<file path="config.mk">
export PLATFORM = sky130hd
export DESIGN_NAME = cpq_slot_mem
export DESIGN_NICKNAME = d
export VERILOG_FILES = /design/src/rtl/cpq_pkg.sv /design/src/rtl/cpq_slot_mem.sv
export SDC_FILE = /design/constraint.sdc
export NUM_CORES = 2
export LEC_CHECK = 0
export BUFFER_PORTS_ARGS = -buffer_cell sky130_fd_sc_hd__buf_4
export CAP_MARGIN = 5
export CORE_UTILIZATION = 42
export DETAILED_ROUTE_END_ITERATION = 6
export SYNTH_ARGS = -nofsm -noshare
export SYNTH_HDL_FRONTEND = slang
export SYNTH_MEMORY_MAX_BITS = 65536
export SYNTH_SLANG_ARGS = --single-unit
export TNS_END_PERCENT = 5
</file>
<file path="constraint.sdc">
create_clock -name clk -period 5 [get_ports clk]
set_input_delay 1 -clock clk [delete_from_list [all_inputs] [get_ports clk]]
set_output_delay 1 -clock clk [all_outputs]
set_load 0.005 [all_outputs]
</file>
<file path="src/rtl/cpq_pkg.sv">
// Shared types, widths and operation codes for the two-class priority queue.
package cpq_pkg;

  // Default number of slots shared by both classes.
  localparam int CAPACITY_DEF = 64;

  // Fixed payload widths.
  localparam int FUNC_W = 3;
  localparam int KEY_W  = 30;
  localparam int REC_W  = 32;

  // Operation codes carried on the func field.
  typedef enum logic [FUNC_W-1:0] {
    FUNC_ENQ_REG  = 3'd0,
    FUNC_ENQ_CRIT = 3'd1,
    FUNC_DEQ      = 3'd2,
    FUNC_PEEK     = 3'd3,
    FUNC_REMOVE   = 3'd4
  } func_t;

  // Command bundle from the sequencer to the slot memories.
  typedef struct packed {
    logic rd;
    logic data_we;
    logic next_we;
  } slot_cmd_t;

  // Result of one operation, without the occupancy figures.
  typedef struct packed {
    logic             ok;
    logic [KEY_W-1:0] key;
    logic [REC_W-1:0] rec;
    logic             crit;
  } result_t;

endpackage

</file>
<file path="src/rtl/cpq_slot_mem.sv">
// Slot storage: a key and record memory and a link memory, each with a registered read.
module cpq_slot_mem #(
  parameter  int CAPACITY = cpq_pkg::CAPACITY_DEF,
  localparam int IW       = $clog2(CAPACITY + 1),
  localparam int AW       = (CAPACITY > 1) ? $clog2(CAPACITY) : 1
) (
  input  logic                     clk,
  input  cpq_pkg::slot_cmd_t       cmd,
  input  logic [AW-1:0]            rd_addr,
  input  logic [AW-1:0]            wr_addr,
  input  logic [cpq_pkg::KEY_W-1:0] wr_key,
  input  logic [cpq_pkg::REC_W-1:0] wr_rec,
  input  logic [IW-1:0]            wr_next,
  output logic [cpq_pkg::KEY_W-1:0] rd_key,
  output logic [cpq_pkg::REC_W-1:0] rd_rec,
  output logic [IW-1:0]            rd_next
);

  localparam int DW = cpq_pkg::KEY_W + cpq_pkg::REC_W;

  logic [DW-1:0] data_mem [CAPACITY];
  logic [IW-1:0] next_mem [CAPACITY];

  // Key and record memory: one write and one read port.
  always_ff @(posedge clk) begin
    if (cmd.data_we) begin
      data_mem[wr_addr] <= {wr_key, wr_rec};
    end
    if (cmd.rd) begin
      {rd_key, rd_rec} <= data_mem[rd_addr];
    end
  end

  // Link memory: holds the next slot of each class list and of the free list.
  always_ff @(posedge clk) begin
    if (cmd.next_we) begin
      next_mem[wr_addr] <= wr_next;
    end
    if (cmd.rd) begin
      rd_next <= next_mem[rd_addr];
    end
  end

endmodule

</file>
==> flow_metrics.py <==
metrics = {
    "global_routing": {
        "overflow": 0,
        "grt_pass1_wl_um": 654700,
        "first_global_vias": 82130,
        "grt_usage_pct": 23.01,
        "antenna_found_initial": 22,
        "grt_max_degree": 118,
    },
    "pwr": {
        "total_power_mw": 78.18,
        "ir_worst_vdd_uv": 286.0,
        "cellLeakagePower_nw": 59.65,
        "power_density_mw_per_mm2": 404.1,
    },
    "detailed_routing": {
        "drt_iter0_drc": 9879,
        "via_count": 81760,
        "drc": 0,
        "routedWlPerCell_um": 35.68,
        "dr.pass1.iters": 6,
        "ant_nets": 0,
        "wirelength_um": 471300,
        "viasPerCell": 6.188,
    },
    "floorplanning": {
        "initial_core_util_pct": 42.26,
        "dieArea_mm2": 0.4050,
        "die_x_um": 636.4,
        "ios": 154,
        "rows": 232,
        "core_area_mm2": 0.4000,
        "die_h_um": 636.4,
    },
    "finish": {
        "fin_cells": 13210,
        "multi_input_comb_area_mm2": 0.03291,
        "fillers": 31830,
        "regArea_mm2": 0.1347,
        "syn_to_final_growth_pct": 14.44,
        "finalCoreUtilization_pct": 48.36,
        "drive_gt1_share_pct": 28.16,
        "finalNetCount": 7654,
    },
    "clock_tree": {
        "cts-htree-levels": 5,
        "cts-root-buf": "clkbuf_16",
        "post_cts_buffers": 0,
        "postCtsResizedCells": 0,
        "cts_buffer_depth": 4,
        "clk_latency_ps": 1010,
        "clkTransAtPathRegs_ps": 60,
        "cts_tree": "built",
        "cts_buffers": 444,
        "numClockSinks": 4485,
        "holdBufCountCts": 0,
    },
    "status": {
        "outcome": "complete, no violations",
    },
    "synth": {
        "avgSynthCellArea_um2": 23.82,
        "synth-simple-area-share_pct": 1.054,
        "yosysTopAreaCell": "edfxtp_1",
        "synth_cells": 7095,
        "synth-xor-area-share_pct": 0,
        "yosysMostFrequentCell": "edfxtp_1",
        "yosys-top-cells-area": "edfxtp_1 (80%), mux4_2 (15%), a22oi_1 (1.2%), mux2i_1 (0.68%), o22ai_1 (0.50%)",
        "yosysWarningCount": 0,
        "synth_compound_area_share_pct": 2.689,
        "synth-edff-count": 4485,
        "ys_seq_elements": 4485,
        "synthFlopType": "edfxtp_1",
        "synthMuxAreaShare_pct": 15.39,
        "synth_area_mm2": 0.1690,
        "ys_seq_area_share_pct": 79.68,
        "synthTopCellsByCount": "edfxtp_1 (4,485), mux4_2 (1,104), a22oi_1 (276)",
        "synthArstFlopShare_pct": 0,
        "synthAdderAreaFrac_pct": 0,
        "syn_nets": 7180,
        "synth_cell_types": 27,
        "synth_top_area_share_pct": 79.68,
        "synth_top_family_by_area": "multiplexers",
    },
    "timing": {
        "slew_headroom_pct": 18.69,
        "fmax_ghz": 0.3262,
        "skew_ps": 56.38,
        "rsz0062_at_grt": "no",
        "report.final.slew_viol_count": 0,
        "setup_slack_ps": 1934,
        "finalSetupViolCount": 0,
        "timing.hold.ws_ps": 514.8,
        "worst_slew_pin_slew_ps": 1220,
        "timing.final.hold_violations": 0,
        "fin_crit_ps": 3066,
        "min_period_over_period_pct": 61.31,
    },
    "worst_setup_path": {
        "worst-path-max-fanout": 43,
        "worstSetupStartpointType": "input port",
        "critPathKind": "in2reg",
        "arrival_ps": 3840,
        "cp-end-kind": "flip-flop",
        "worstPathRequired_ps": 5770,
    },
    "run": {
        "maxCapViolCount": 0,
    },
    "placement": {
        "dp_slack_ps": 917.8,
        "dpl.cell_count": 12390,
        "port_buffers": 153,
        "dp.final_hpwl_um": 250300,
        "place_congestion": 0.7721,
    },
    "hold_path": {
        "hold_class": "in2reg",
    },
}
cell usage in the layout, fill, tap and decap left out, types with 3 or more instances in the layout:
| cell type | synthesis | final |
|---|---|---|
| diode_2 | 0 | 14 |
| o211a_1 | 69 | 69 |
| o221ai_1 | 47 | 47 |
| o22ai_1 | 136 | 136 |
| nand2_1 | 17 | 14 |
| nand3b_1 | 35 | 35 |
| or3b_2 | 5 | 5 |
| nand3_1 | 118 | 117 |
| inv_16 | 0 | 4 |
| a22oi_1 | 276 | 276 |
| buf_4 | 50 | 285 |
| clkbuf_16 | 0 | 449 |
| nor2_1 | 182 | 116 |
| or3_1 | 4 | 4 |
| nand2b_2 | 0 | 6 |
| edfxtp_1 | 4485 | 4485 |
| clkinv_16 | 0 | 5 |
| clkinv_2 | 0 | 82 |
| nor2b_4 | 0 | 5 |
| clkinvlp_4 | 0 | 10 |
| mux2i_1 | 115 | 115 |
| clkbuf_1 | 138 | 91 |
| inv_6 | 0 | 7 |
| buf_12 | 0 | 144 |
| nor2_4 | 0 | 66 |
| inv_1 | 10 | 10 |
| a211oi_1 | 67 | 67 |
| mux4_2 | 1104 | 1104 |
| clkinv_1 | 0 | 112 |
| bufinv_16 | 0 | 40 |
| clkinv_8 | 0 | 6 |
| nand2_2 | 0 | 3 |
worst max-delay path: stages:
cell and delay, ps:
buf_8 250, buf_12 380, buf_4 540, mux4_2 500
o22ai_1 580, a211oi_1 190, o211a_1 290
metal layers:
layer  vias to the layer above  track usage, %  part of all wire (%)
met5                         -               0                 0.022
met4                        16           6.677                   3.2
met3                       800           3.969                   8.7
met2                      4073           37.79                    49
met1                     45070           31.79                    39
li1                      31790               -                     -
state kept, by name (all words and copies together) (netlist names):
signal / cells
data_mem: 3968
rd_rec: 32
next_mem: 448
rd_next: 7
rd_key: 30
per-stage QoR:
step           instance area, µm²  TNS, ps
2_1_floorplan              169000   -91700
3_3_place_gp               179300        0
3_5_place_dp               179300        0
4_1_cts                    193400        0
5_1_grt                    193400        0
6_report                   193400        0
area by class of cell:
type / instances / share of cell area [%]
diodes: 14 / 0.01811
clock buffers: 540 / 5.985
clock inverters: 269 / 1.307
inverters: 10 / 0.01940
multi-input cells: 2195 / 17.01
flip-flops and latches: 4485 / 69.62
well taps: 5265 / 3.405
repair buffers: 433 / 2.632
logic make-up after synthesis:
kind of cell | count (synthesis)
multiplexers | 1219
AND/OR/NAND/NOR | 379
buffers and inverters | 415
AO/OA/AOI/OAI | 597
flip-flops | 4485
worst paths after layout:
check | cells after the start | start | slack [ps] | endpoint
worst max-delay path | 7 | rd_addr[2] | 1930 | rd_next[2]
worst min-delay path | 1 | wr_key[13] | 510 | data_mem[5][45]
worst max register to register | 4 | next_mem[2][2] | 2750 | rd_next[2]
worst min register to register | 4 | data_mem[14][46] | 880 | rd_key[14]
power by group:
part	switching (mW)	total (mW)	internal, mW	leakage, nW
clock network	14.2	32.7	18.5	6.89
logic	2.27	3.64	1.37	12.4
registers	0.146	41.9	41.7	40.4
total	16.6	78.2	61.6	59.7
(Power assumes the default switching activity.)
