==> config.mk <==
export PLATFORM = sky130hd
export DESIGN_NAME = cpq_ctrl
export DESIGN_NICKNAME = d
export VERILOG_FILES = /design/src/rtl/cpq_pkg.sv /design/src/rtl/cpq_ctrl.sv
export SDC_FILE = /design/constraint.sdc
export NUM_CORES = 1
export LEC_CHECK = 0
export ABC_AREA = 0
export BUFFER_PORTS_ARGS = -buffer_cell sky130_fd_sc_hd__buf_2
export CORE_ASPECT_RATIO = 0.7
export CORE_MARGIN = 2
export CORE_UTILIZATION = 56
export DETAILED_ROUTE_END_ITERATION = 10
export PLACE_DENSITY_LB_ADDON = 0.1
export SYNTH_ARGS = -nofsm -noshare
export SYNTH_HDL_FRONTEND = slang
export SYNTH_SLANG_ARGS = --single-unit
==> constraint.sdc <==
create_clock -name clk -period 10 [get_ports clk]
set_clock_uncertainty 0.15 [all_clocks]
set_input_delay 1 -clock clk [delete_from_list [all_inputs] [get_ports clk]]
set_output_delay 1 -clock clk [all_outputs]
set_load 0.02 [all_outputs]
==> src/rtl/cpq_pkg.sv <==
// Shared types, widths and operation codes for the two-class priority queue.
package cpq_pkg;

  // Default number of slots shared by both classes.
  localparam int CAPACITY_DEF = 64;

  // Fixed payload widths.
  localparam int FUNC_W = 3;
  localparam int KEY_W  = 30;
  localparam int REC_W  = 32;

  // Operation codes carried on the func field.
  typedef enum logic [FUNC_W-1:0] {
    FUNC_ENQ_REG  = 3'd0,
    FUNC_ENQ_CRIT = 3'd1,
    FUNC_DEQ      = 3'd2,
    FUNC_PEEK     = 3'd3,
    FUNC_REMOVE   = 3'd4
  } func_t;

  // Command bundle from the sequencer to the slot memories.
  typedef struct packed {
    logic rd;
    logic data_we;
    logic next_we;
  } slot_cmd_t;

  // Result of one operation, without the occupancy figures.
  typedef struct packed {
    logic             ok;
    logic [KEY_W-1:0] key;
    logic [REC_W-1:0] rec;
    logic             crit;
  } result_t;

endpackage

==> src/rtl/cpq_ctrl.sv <==
// Operation sequencer: list pointers, free-slot pool, occupancy and the list walk.
module cpq_ctrl #(
  parameter  int CAPACITY = cpq_pkg::CAPACITY_DEF,
  localparam int IW       = $clog2(CAPACITY + 1),
  localparam int AW       = (CAPACITY > 1) ? $clog2(CAPACITY) : 1
) (
  input  logic                      clk,
  input  logic                      rst,
  input  logic                      in_valid,
  output logic                      in_stall,
  input  logic [cpq_pkg::FUNC_W-1:0] func,
  input  logic [cpq_pkg::KEY_W-1:0] patient_key,
  input  logic [cpq_pkg::REC_W-1:0] patient_record,
  output cpq_pkg::slot_cmd_t        mem_cmd,
  output logic [AW-1:0]             mem_rd_addr,
  output logic [AW-1:0]             mem_wr_addr,
  output logic [cpq_pkg::KEY_W-1:0] mem_wr_key,
  output logic [cpq_pkg::REC_W-1:0] mem_wr_rec,
  output logic [IW-1:0]             mem_wr_next,
  input  logic [cpq_pkg::KEY_W-1:0] mem_rd_key,
  input  logic [cpq_pkg::REC_W-1:0] mem_rd_rec,
  input  logic [IW-1:0]             mem_rd_next,
  output cpq_pkg::result_t          res,
  output logic                      res_valid,
  input  logic                      res_ready,
  output logic [IW-1:0]             count
);

  localparam logic [IW-1:0] NIL = IW'(CAPACITY);

  typedef enum logic [7:0] {
    S_IDLE     = 8'b0000_0001,
    S_ENQ_POP  = 8'b0000_0010,
    S_ENQ_LINK = 8'b0000_0100,
    S_ENQ_TAIL = 8'b0000_1000,
    S_HEAD     = 8'b0001_0000,
    S_WALK     = 8'b0010_0000,
    S_FREE     = 8'b0100_0000,
    S_DONE     = 8'b1000_0000
  } state_t;

  state_t state, state_next;

  logic [cpq_pkg::FUNC_W-1:0] func_q;
  logic [cpq_pkg::KEY_W-1:0]  key_q;
  logic [cpq_pkg::REC_W-1:0]  rec_q;
  logic [IW-1:0] crit_head, crit_tail, reg_head, reg_tail;
  logic [IW-1:0] free_head, fill;
  logic [IW-1:0] cur, prev;
  logic          cls;

  logic          accept, is_enq, is_search, is_full_now;
  logic [IW-1:0] cls_tail, pick_slot;
  logic          pick_crit, pick_any, key_hit;

  // Decode of the incoming item and of the current list.
  assign accept      = in_valid && (state == S_IDLE);
  assign in_stall    = (state != S_IDLE);
  assign is_enq      = (func == cpq_pkg::FUNC_ENQ_REG) || (func == cpq_pkg::FUNC_ENQ_CRIT);
  assign is_search   = (func == cpq_pkg::FUNC_DEQ) || (func == cpq_pkg::FUNC_PEEK) ||
                       (func == cpq_pkg::FUNC_REMOVE);
  assign is_full_now = (count == NIL);
  assign cls_tail    = cls ? crit_tail : reg_tail;
  assign pick_crit   = (crit_head != NIL);
  assign pick_any    = pick_crit || (reg_head != NIL);
  assign pick_slot   = pick_crit ? crit_head : reg_head;
  assign key_hit     = (mem_rd_key == key_q);
  assign mem_wr_key  = key_q;
  assign mem_wr_rec  = rec_q;
  assign res_valid   = (state == S_DONE);

  // Memory commands and next state.
  always_comb begin
    mem_cmd     = '0;
    mem_rd_addr = cur[AW-1:0];
    mem_wr_addr = cur[AW-1:0];
    mem_wr_next = NIL;
    state_next  = state;
    unique case (state)
      S_IDLE: begin
        if (accept) begin
          priority if (is_enq) begin
            priority if (is_full_now) begin
              state_next = S_DONE;
            end else if (free_head != NIL) begin
              mem_cmd.rd  = 1'b1;
              mem_rd_addr = free_head[AW-1:0];
              state_next  = S_ENQ_POP;
            end else begin
              state_next = S_ENQ_LINK;
            end
          end else if (is_search && pick_any) begin
            mem_cmd.rd  = 1'b1;
            mem_rd_addr = pick_slot[AW-1:0];
            state_next  = (func == cpq_pkg::FUNC_REMOVE) ? S_WALK : S_HEAD;
          end else begin
            state_next = S_DONE;
          end
        end
      end
      S_ENQ_POP: begin
        state_next = S_ENQ_LINK;
      end
      S_ENQ_LINK: begin
        mem_cmd.data_we = 1'b1;
        mem_cmd.next_we = 1'b1;
        state_next      = (cls_tail != NIL) ? S_ENQ_TAIL : S_DONE;
      end
      S_ENQ_TAIL: begin
        mem_cmd.next_we = 1'b1;
        mem_wr_addr     = cls_tail[AW-1:0];
        mem_wr_next     = cur;
        state_next      = S_DONE;
      end
      S_HEAD: begin
        // A dequeue returns the slot to the free list.
        if (func_q == cpq_pkg::FUNC_DEQ) begin
          mem_cmd.next_we = 1'b1;
          mem_wr_next     = free_head;
        end
        state_next = S_DONE;
      end
      S_WALK: begin
        priority if (key_hit) begin
          if (prev != NIL) begin
            mem_cmd.next_we = 1'b1;
            mem_wr_addr     = prev[AW-1:0];
            mem_wr_next     = mem_rd_next;
          end
          state_next = S_FREE;
        end else if (mem_rd_next != NIL) begin
          mem_cmd.rd  = 1'b1;
          mem_rd_addr = mem_rd_next[AW-1:0];
        end else if (cls && (reg_head != NIL)) begin
          mem_cmd.rd  = 1'b1;
          mem_rd_addr = reg_head[AW-1:0];
        end else begin
          state_next = S_DONE;
        end
      end
      S_FREE: begin
        mem_cmd.next_we = 1'b1;
        mem_wr_next     = free_head;
        state_next      = S_DONE;
      end
      S_DONE: begin
        if (res_ready) begin
          state_next = S_IDLE;
        end
      end
      default: begin
        state_next = S_IDLE;
      end
    endcase
  end

  // State, list pointers, free pool and result registers.
  always_ff @(posedge clk) begin
    if (rst) begin
      state     <= S_IDLE;
      crit_head <= NIL;
      crit_tail <= NIL;
      reg_head  <= NIL;
      reg_tail  <= NIL;
      free_head <= NIL;
      fill      <= '0;
      count     <= '0;
    end else begin
      state <= state_next;
      unique case (state)
        S_IDLE: begin
          if (accept) begin
            func_q <= func;
            key_q  <= patient_key;
            rec_q  <= patient_record;
            res    <= '0;
            prev   <= NIL;
            if (is_enq) begin
              cls <= (func == cpq_pkg::FUNC_ENQ_CRIT);
              if (!is_full_now) begin
                if (free_head != NIL) begin
                  cur <= free_head;
                end else begin
                  cur  <= fill;
                  fill <= fill + 1'b1;
                end
              end
            end else begin
              cls <= pick_crit;
              cur <= pick_slot;
            end
          end
        end
        S_ENQ_POP: begin
          free_head <= mem_rd_next;
        end
        S_ENQ_LINK: begin
          if (cls_tail == NIL) begin
            if (cls) begin
              crit_head <= cur;
              crit_tail <= cur;
            end else begin
              reg_head <= cur;
              reg_tail <= cur;
            end
            count  <= count + 1'b1;
            res.ok <= 1'b1;
          end
        end
        S_ENQ_TAIL: begin
          if (cls) begin
            crit_tail <= cur;
          end else begin
            reg_tail <= cur;
          end
          count  <= count + 1'b1;
          res.ok <= 1'b1;
        end
        S_HEAD: begin
          res.ok   <= 1'b1;
          res.key  <= mem_rd_key;
          res.rec  <= mem_rd_rec;
          res.crit <= cls;
          if (func_q == cpq_pkg::FUNC_DEQ) begin
            if (cls) begin
              crit_head <= mem_rd_next;
              if (mem_rd_next == NIL) begin
                crit_tail <= NIL;
              end
            end else begin
              reg_head <= mem_rd_next;
              if (mem_rd_next == NIL) begin
                reg_tail <= NIL;
              end
            end
            free_head <= cur;
            count     <= count - 1'b1;
          end
        end
        S_WALK: begin
          priority if (key_hit) begin
            res.ok   <= 1'b1;
            res.key  <= mem_rd_key;
            res.rec  <= mem_rd_rec;
            res.crit <= cls;
            if (cls) begin
              if (prev == NIL) begin
                crit_head <= mem_rd_next;
              end
              if (crit_tail == cur) begin
                crit_tail <= prev;
              end
            end else begin
              if (prev == NIL) begin
                reg_head <= mem_rd_next;
              end
              if (reg_tail == cur) begin
                reg_tail <= prev;
              end
            end
            count <= count - 1'b1;
          end else if (mem_rd_next != NIL) begin
            prev <= cur;
            cur  <= mem_rd_next;
          end else if (cls && (reg_head != NIL)) begin
            // Critical list exhausted: carry on with the regular list.
            cls  <= 1'b0;
            prev <= NIL;
            cur  <= reg_head;
          end else begin
            res <= '0;
          end
        end
        S_FREE: begin
          free_head <= cur;
        end
        S_DONE: begin
          res <= res;
        end
        default: begin
          res <= '0;
        end
      endcase
    end
  end

endmodule

==> results of run 1 <==
-- sequential cells by signal, indices dropped and copies added, names as in the netlist --
| signal | count |
|---|---|
| reg_tail | 7 |
| reg_head | 7 |
| crit_tail | 7 |
| mem_wr_rec | 32 |
| func_q | 3 |
| count | 7 |
| cur | 7 |
| cls | 1 |
| res | 64 |
| free_head | 7 |
| fill | 7 |
| state | 8 |
| mem_wr_key | 30 |
| prev | 7 |
| crit_head | 7 |
-- placed cells by master (no fill, tap or decap), types with 8 or more instances in the layout --
cell and count:
sky130_fd_sc_hd__o21ai_0 41, sky130_fd_sc_hd__dfxtp_1 57, sky130_fd_sc_hd__nor4_1 18, sky130_fd_sc_hd__mux2i_1 27
sky130_fd_sc_hd__nand2_1 72, sky130_fd_sc_hd__edfxtp_1 144, sky130_fd_sc_hd__and2_1 68, sky130_fd_sc_hd__nand3_1 16
sky130_fd_sc_hd__a311oi_1 8, sky130_fd_sc_hd__xor2_1 42, sky130_fd_sc_hd__mux2_2 12, sky130_fd_sc_hd__a211oi_1 8
sky130_fd_sc_hd__nor2b_1 16, sky130_fd_sc_hd__nor3_1 16, sky130_fd_sc_hd__or3_1 9, sky130_fd_sc_hd__a21oi_1 36
sky130_fd_sc_hd__nor2_1 50, sky130_fd_sc_hd__buf_2 294, sky130_fd_sc_hd__o211ai_1 9, sky130_fd_sc_hd__inv_1 16
sky130_fd_sc_hd__a22oi_1 8, sky130_fd_sc_hd__clkbuf_16 20, sky130_fd_sc_hd__xnor2_1 13
-- cells in the mapped netlist, types with 11 or more instances --
cell	n
sky130_fd_sc_hd__a21oi_1	36
sky130_fd_sc_hd__and2_1	68
sky130_fd_sc_hd__buf_2	11
sky130_fd_sc_hd__clkbuf_1	31
sky130_fd_sc_hd__dfxtp_1	57
sky130_fd_sc_hd__edfxtp_1	144
sky130_fd_sc_hd__inv_1	16
sky130_fd_sc_hd__mux2_2	12
sky130_fd_sc_hd__mux2i_1	27
sky130_fd_sc_hd__nand2_1	72
sky130_fd_sc_hd__nand3_1	16
sky130_fd_sc_hd__nor2_1	51
sky130_fd_sc_hd__nor2b_1	16
sky130_fd_sc_hd__nor3_1	17
sky130_fd_sc_hd__nor4_1	18
sky130_fd_sc_hd__o21ai_0	41
sky130_fd_sc_hd__xnor2_1	13
sky130_fd_sc_hd__xor2_1	42
-- how the worst max path moves through the flow --
stage,from,to,depth (start not counted)
global route,state[0],mem_wr_addr[3],6
floorplan,rst,func_q[0],4
CTS,state[0],mem_wr_addr[3],6
detailed placement,mem_rd_key[19],mem_wr_addr[3],8
global placement,mem_rd_key[19],mem_wr_addr[0],8
finish,state[0],mem_wr_addr[3],6
-- routing by layer --
metal / wire, um / GRT usage [%] / vias up
met5: 0 / 0 / -
met4: 712 / 8.97 / 0
met3: 2920 / 8.01 / 55
met2: 13100 / 48.5 / 448
met1: 11800 / 40.7 / 3944
li1: - / - / 3749
-- worst max-delay path: stages, from the launching register on --
cell	delay, ns
sky130_fd_sc_hd__dfxtp_1	0.39
sky130_fd_sc_hd__or4_1	0.75
sky130_fd_sc_hd__or4_4	0.71
sky130_fd_sc_hd__nor3_2	0.80
sky130_fd_sc_hd__a21oi_1	0.34
sky130_fd_sc_hd__a221o_1	0.36
sky130_fd_sc_hd__buf_2	0.16
-- power breakdown --
part / leakage [nW] / switching [mW] / internal, mW
sequential: 1.83 / 0.0745 / 1.03
combinational: 2.89 / 0.398 / 0.184
clock: 0.302 / 0.315 / 0.423
total: 5.02 / 0.788 / 1.64
-- kinds of logic after synthesis --
| group | share of synthesized area [%] |
|---|---|
| xor+xnor | 4.89 |
| flops | 55.5 |
| buf+inv | 3.13 |
| simple gates | 19.0 |
| compound gates | 12.2 |
| fa+ha+maj | 0.762 |
| mux | 4.46 |
-- layout make-up --
class / count / share of cell area, %
antenna: 3 / 0.0623
clock buffer: 25 / 4.31
clock inverter: 11 / 0.965
inverter: 16 / 0.498
multi-input combinational: 600 / 33.9
sequential: 201 / 45.3
tap: 231 / 2.40
timing repair buffer: 299 / 12.5
-- per-stage QoR --
step | instance area, um2 | hold slack [ns] | power (mW) | std cells | worst slack [ns]
final | 12100 | 0.337 | 2.42 | 1386 | 4.85
after global routing | 12100 | 0.372 | 2.51 | 1386 | 4.70
after CTS | 12000 | 0.336 | 2.42 | 1383 | 4.89
after detailed placement | 11400 | 0.324 | 1.69 | 1347 | 5.06
after global placement | 11400 | 0.315 | 1.69 | 1347 | 5.10
after floorplan | 9850 | 0.296 | 1.48 | 866 | 3.18
==> metrics.txt, run 1 <==
# TYPE chip_impl_metric gauge
chip_impl_metric{name="route.detailed.drc",unit=""} 0
chip_impl_metric{name="ys.warnings.count",unit=""} 0
chip_impl_metric{name="io_pins",unit=""} 295
chip_impl_metric{name="routed_via_density",unit=""} 5.91
chip_impl_metric{name="dp_hpwl",unit="mm"} 21.0
chip_impl_info{name="synth_top_cells_by_area",value="sky130_fd_sc_hd__edfxtp_1, sky130_fd_sc_hd__dfxtp_1, sky130_fd_sc_hd__and2_1"} 1
chip_impl_info{name="critical_path_class",value="reg -> out"} 1
chip_impl_info{name="status",value="complete, no violations"} 1
chip_impl_metric{name="globalRouteOverflowTotal",unit=""} 0
chip_impl_info{name="origin_of_the_critical_flop_to_flop_path",value="state[0]"} 1
chip_impl_metric{name="worst_r2r_path_depth",unit=""} 5
chip_impl_info{name="min_delay_worst_endpoint",value="crit_head[0]"} 1
chip_impl_metric{name="dr.first_iter.drc_count",unit=""} 851
chip_impl_info{name="cp_capture_type",value="output port"} 1
chip_impl_metric{name="core-area",unit="mm2"} 0.0172
chip_impl_metric{name="seq_area",unit="mm2"} 0.00547
chip_impl_metric{name="fillerInstances",unit=""} 1320
chip_impl_metric{name="number_of_hold_slack_violations_in_the_final_timing_report",unit=""} 0
chip_impl_info{name="holdCritStartpoint",value="crit_head[0]"} 1
chip_impl_metric{name="clock_sink_count",unit=""} 201
chip_impl_metric{name="timing.max_cap.violations",unit=""} 0
chip_impl_metric{name="area.growth.synth_to_final",unit="%"} 22.4
chip_impl_info{name="synthFlopType",value="sky130_fd_sc_hd__edfxtp_1"} 1
chip_impl_info{name="min_delay_worst_type",value="reg -> reg"} 1
chip_impl_metric{name="portBuffers",unit=""} 294
chip_impl_metric{name="yosys.area.top_type_share",unit="%"} 43.9
chip_impl_metric{name="initial_utilization",unit="%"} 57.4
chip_impl_metric{name="maxSlewViolCount",unit=""} 0
chip_impl_metric{name="grt.total_usage",unit="%"} 30.1
chip_impl_metric{name="syn_area",unit="mm2"} 0.00985
chip_impl_metric{name="tritonroute_pass_1_iters",unit=""} 5
chip_impl_metric{name="synth_area_per_cell",unit="um2"} 11.4
chip_impl_info{name="clock_tree.root_cell",value="sky130_fd_sc_hd__clkbuf_16"} 1
chip_impl_metric{name="finish.utilization",unit="%"} 70.2
chip_impl_metric{name="p_per_area",unit="mW/mm2"} 201
chip_impl_metric{name="fin_crit",unit="ns"} 5.15
chip_impl_metric{name="post_route_cells_drive_above_1_share",unit="%"} 32.8
chip_impl_metric{name="worst-slew-pin-transition",unit="ns"} 0.988
chip_impl_metric{name="nets",unit=""} 1282
chip_impl_metric{name="first_global_vias",unit=""} 7742
chip_impl_info{name="yosysTopAreaCell",value="sky130_fd_sc_hd__edfxtp_1"} 1
chip_impl_metric{name="postCtsSetupBuffers",unit=""} 0
chip_impl_metric{name="cts.path.max_buffers",unit=""} 3
chip_impl_metric{name="htree_levels",unit=""} 1
chip_impl_metric{name="worst_setup_hold_path_clk_slew",unit="ns"} 0.07
chip_impl_metric{name="timing.critical_path.fanout_max",unit=""} 22
chip_impl_metric{name="wl_per_cell",unit="um"} 20.6
chip_impl_metric{name="grt_antenna_before_repair",unit=""} 3
chip_impl_metric{name="min_path_cells",unit=""} 2
chip_impl_metric{name="setup_violations",unit=""} 0
chip_impl_metric{name="power.ir.vdd_worst",unit="mV"} 0.137
chip_impl_metric{name="cts_resized",unit=""} 0
chip_impl_metric{name="final.period_utilization",unit="%"} 51.5
chip_impl_info{name="startpoint_type",value="flip-flop"} 1
chip_impl_metric{name="via_count",unit=""} 8196
chip_impl_metric{name="maximum_number_of_pins_on_one_net_before_global_route_repair",unit=""} 66
chip_impl_metric{name="leakage",unit="nW"} 5.02
chip_impl_metric{name="regToRegSetupSlack",unit="ns"} 5.91
chip_impl_info{name="unrepaired_setup_endpoints_after_global_routing",value="no"} 1
chip_impl_metric{name="finalWirelength",unit="mm"} 28.5
chip_impl_metric{name="clk-insertion-delay-late",unit="ns"} 0.51
chip_impl_metric{name="post_synth_inst_count",unit=""} 866
chip_impl_metric{name="postSynthNetCount",unit=""} 1010
chip_impl_metric{name="synth_edf_count",unit=""} 144
chip_impl_metric{name="synth.ff_latch_count",unit=""} 201
chip_impl_info{name="worst_r2r_endpoint",value="res[57]"} 1
chip_impl_metric{name="cp_data_arrival_time",unit="ns"} 4.00
chip_impl_metric{name="post_synth_num_cell_types",unit=""} 81
chip_impl_metric{name="cts-buffers-inserted",unit=""} 20
chip_impl_metric{name="detail-route-antenna-nets",unit=""} 0
chip_impl_metric{name="peak_clock_frequency_supported_by_timing",unit="MHz"} 194
chip_impl_metric{name="grt_pass1_wl",unit="mm"} 43.3
chip_impl_metric{name="ctsHoldBuffers",unit=""} 0
chip_impl_metric{name="synth_sequential_area_ratio",unit="%"} 55.5
chip_impl_metric{name="ys_async_sr_fraction",unit="%"} 0
chip_impl_metric{name="max_transition_margin",unit="%"} 33.8
chip_impl_metric{name="die_area",unit="mm2"} 0.0187
chip_impl_metric{name="fp-row-count",unit=""} 40
chip_impl_metric{name="final_weighted_congestion_of_routability_driven_global_placement",unit=""} 0.919
chip_impl_metric{name="critPathRequiredTime",unit="ns"} 8.85
chip_impl_metric{name="die_width",unit="um"} 162
chip_impl_metric{name="die_height",unit="um"} 115
chip_impl_info{name="tritoncts",value="done"} 1
chip_impl_metric{name="multi_input_comb_area",unit="mm2"} 0.00409
chip_impl_metric{name="fin_tns_setup",unit="ns"} 0
Power figures use the tool's default switching activity.
==> inputs of run 2 (changes only) <==
--- a/config.mk
+++ b/config.mk
@@ -9,7 +9,7 @@
 export BUFFER_PORTS_ARGS = -buffer_cell sky130_fd_sc_hd__buf_2
 export CORE_ASPECT_RATIO = 0.7
 export CORE_MARGIN = 2
-export CORE_UTILIZATION = 56
+export CORE_UTILIZATION = 52
 export DETAILED_ROUTE_END_ITERATION = 10
 export PLACE_DENSITY_LB_ADDON = 0.1
 export SYNTH_ARGS = -nofsm -noshare
==> constraint.sdc (replaced) <==
create_clock -name clk -period 5.3 [get_ports clk]
set_clock_uncertainty 0.15 [all_clocks]
set_input_delay 0.53 -clock clk [delete_from_list [all_inputs] [get_ports clk]]
set_output_delay 0.53 -clock clk [all_outputs]
set_load 0.02 [all_outputs]
==> metrics.txt, run 2 (synthesized netlist as in run 1, its figures left out) <==
# TYPE chip_impl_metric gauge
chip_impl_metric{name="ctsHoldBuffers",unit=""} 0
chip_impl_metric{name="nets",unit=""} 1291
chip_impl_metric{name="worst-slew-pin-transition",unit="ns"} 1.05
chip_impl_metric{name="number_of_hold_slack_violations_in_the_final_timing_report",unit=""} 0
chip_impl_metric{name="setup_violations",unit=""} 0
chip_impl_metric{name="total_power_draw",unit="mW"} 4.76
chip_impl_info{name="mostFrequentLayoutCell",value="sky130_fd_sc_hd__buf_2"} 1
chip_impl_metric{name="core-area",unit="mm2"} 0.0187
chip_impl_metric{name="critPathRequiredTime",unit="ns"} 4.62
chip_impl_metric{name="cts_resized",unit=""} 0
chip_impl_metric{name="initial_utilization",unit="%"} 52.6
chip_impl_metric{name="seq_area",unit="mm2"} 0.00547
chip_impl_metric{name="fin_tns_setup",unit="ns"} 0
chip_impl_metric{name="area.growth.synth_to_final",unit="%"} 24.2
chip_impl_metric{name="maximum_number_of_pins_on_one_net_before_global_route_repair",unit=""} 64
chip_impl_metric{name="cts.path.max_buffers",unit=""} 3
chip_impl_metric{name="cpPeakStageDelay",unit="ns"} 0.76
chip_impl_info{name="commonest_cells_after_routing_fill_and_taps_aside",value="sky130_fd_sc_hd__buf_2, sky130_fd_sc_hd__edfxtp_1, sky130_fd_sc_hd__nand2_1"} 1
chip_impl_metric{name="timing.critical_path.fanout_max",unit=""} 22
chip_impl_metric{name="power.ir.vdd_worst",unit="mV"} 0.251
chip_impl_metric{name="placedInstanceArea",unit="mm2"} 0.0115
chip_impl_info{name="tritoncts",value="done"} 1
chip_impl_metric{name="clk-insertion-delay-late",unit="ns"} 0.50
chip_impl_info{name="status",value="complete, no violations"} 1
chip_impl_metric{name="tritonroute_pass_1_iters",unit=""} 5
chip_impl_metric{name="io_pins",unit=""} 295
chip_impl_metric{name="wl_per_cell",unit="um"} 20.2
chip_impl_metric{name="fillerInstances",unit=""} 1506
chip_impl_info{name="crit_path_cell_trace",value="or4_1, or4_4, nor3_2, buf_4, and2_1, a21o_1, buf_2"} 1
chip_impl_metric{name="routed_via_density",unit=""} 5.77
chip_impl_info{name="min_delay_worst_type",value="in -> reg"} 1
chip_impl_metric{name="worst_setup_hold_path_clk_slew",unit="ns"} 0.07
chip_impl_metric{name="largest_register_ffs",unit=""} 64
chip_impl_info{name="path_delay_family",value="simple AND/OR/NAND/NOR gates"} 1
chip_impl_info{name="regMostFlops",value="res"} 1
chip_impl_info{name="critical-path-slowest-cell",value="sky130_fd_sc_hd__or4_1"} 1
chip_impl_metric{name="die_area",unit="mm2"} 0.0201
chip_impl_metric{name="grt_antenna_before_repair",unit=""} 1
chip_impl_metric{name="cts-buffers-inserted",unit=""} 21
chip_impl_metric{name="htree_levels",unit=""} 1
chip_impl_metric{name="dp_hpwl",unit="mm"} 21.3
chip_impl_metric{name="max_transition_margin",unit="%"} 30.1
chip_impl_metric{name="portBuffers",unit=""} 294
chip_impl_metric{name="leakage",unit="nW"} 5.12
chip_impl_metric{name="first_global_vias",unit=""} 7669
chip_impl_metric{name="die_height",unit="um"} 119
chip_impl_metric{name="multi_input_comb_area",unit="mm2"} 0.00409
chip_impl_info{name="cp_capture_type",value="output port"} 1
chip_impl_metric{name="maxSlewViolCount",unit=""} 0
chip_impl_metric{name="route.detailed.drc",unit=""} 0
chip_impl_info{name="clock_tree.root_cell",value="sky130_fd_sc_hd__clkbuf_16"} 1
chip_impl_metric{name="fin_crit",unit="ns"} 4.22
chip_impl_metric{name="final.period_utilization",unit="%"} 79.6
chip_impl_metric{name="via_count",unit=""} 8104
chip_impl_metric{name="grt.total_usage",unit="%"} 27.9
chip_impl_metric{name="post_route_cells_drive_above_1_share",unit="%"} 34.0
chip_impl_metric{name="crit_buf_inv",unit=""} 2
chip_impl_metric{name="peak_clock_frequency_supported_by_timing",unit="MHz"} 237
chip_impl_metric{name="die_width",unit="um"} 168
chip_impl_metric{name="cp_data_arrival_time",unit="ns"} 3.54
chip_impl_metric{name="clock_sink_count",unit=""} 201
chip_impl_metric{name="grt_pass1_wl",unit="mm"} 43.2
chip_impl_metric{name="timing.max_cap.violations",unit=""} 0
chip_impl_metric{name="finalWirelength",unit="mm"} 28.4
chip_impl_metric{name="final_weighted_congestion_of_routability_driven_global_placement",unit=""} 0.963
chip_impl_info{name="critical_path_class",value="reg -> out"} 1
chip_impl_metric{name="detail-route-antenna-nets",unit=""} 0
chip_impl_metric{name="setup_slack",unit="ns"} 1.08
chip_impl_metric{name="dr.first_iter.drc_count",unit=""} 827
chip_impl_metric{name="place_ws",unit="ns"} 1.43
chip_impl_metric{name="p_per_area",unit="mW/mm2"} 389
chip_impl_info{name="unrepaired_setup_endpoints_after_global_routing",value="no"} 1
chip_impl_metric{name="postCtsSetupBuffers",unit=""} 0
chip_impl_info{name="startpoint_type",value="flip-flop"} 1
chip_impl_metric{name="globalRouteOverflowTotal",unit=""} 0
chip_impl_metric{name="fp-row-count",unit=""} 42
chip_impl_metric{name="final_area",unit="mm2"} 0.0122
-- run 2: cell count changes in the layout (fill, tap and decap cells not counted), sizes merged --
cell | previous run | this run
bufinv | 2 | 4
buf | 299 | 307
diode | 3 | 1
inv | 16 | 17
clkinv | 7 | 6
-- run 2: worst paths after layout --
path	start	end	slack, ns	depth (start not counted)
hold / removal	patient_key[23]	mem_wr_key[23]	0.04	1
setup reg to reg	state[0]	count[6]	1.40	11
setup / recovery	state[0]	mem_wr_next[2]	1.08	7
hold reg to reg	crit_head[0]	crit_head[0]	0.34	2
-- run 2: where the power goes --
group / internal, mW / total [mW] / leakage [nW] / switching [mW]
registers: 1.94 / 2.07 / 1.83 / 0.135
clock network: 0.954 / 1.57 / 0.360 / 0.621
logic: 0.357 / 1.11 / 2.93 / 0.752
total: 3.25 / 4.76 / 5.12 / 1.51
-- run 2: layout make-up --
class | instances | area share, %
clock inverters | 13 | 1.43
multi-input cells | 600 | 33.5
diodes | 1 | 0.0205
inverters | 16 | 0.491
flip-flops and latches | 201 | 44.7
well taps | 242 | 2.48
clock buffers | 25 | 4.58
repair buffers | 307 | 12.8
-- run 2: worst reg2reg max path, stage by stage, from the launching register on --
cell and delay, ns:
sky130_fd_sc_hd__dfxtp_1 0.39, sky130_fd_sc_hd__nor4_4 0.49, sky130_fd_sc_hd__nand3_1 0.44, sky130_fd_sc_hd__inv_1 0.76
sky130_fd_sc_hd__xnor2_1 0.14, sky130_fd_sc_hd__ha_1 0.24, sky130_fd_sc_hd__o21a_1 0.17, sky130_fd_sc_hd__nor3_1 0.25
sky130_fd_sc_hd__nor4_1 0.10, sky130_fd_sc_hd__a311oi_1 0.30, sky130_fd_sc_hd__nor3_1 0.08, sky130_fd_sc_hd__mux2_2 0.28
-- run 2: per-layer routing --
| metal | global-route usage [%] | share of wire, % | wire (um) | up-vias |
|---|---|---|---|---|
| li1 | - | - | - | 3766 |
| met1 | 39.2 | 42 | 12000 | 3809 |
| met2 | 42.9 | 45 | 12700 | 482 |
| met3 | 7.44 | 11 | 3100 | 47 |
| met4 | 7.70 | 2.4 | 673 | 0 |
| met5 | 0 | 0 | 0 | - |
-- run 2: per-stage QoR --
step | util [%] | std cells | hold WS [ns]
global placement | 61.4 | 1366 | 0.315
global route | 65.4 | 1405 | 0.0342
finish | 65.4 | 1405 | 0.0448
detailed placement | 61.4 | 1366 | 0.330
floorplan | - | 866 | 0.296
CTS | 65.3 | 1404 | 0.0344
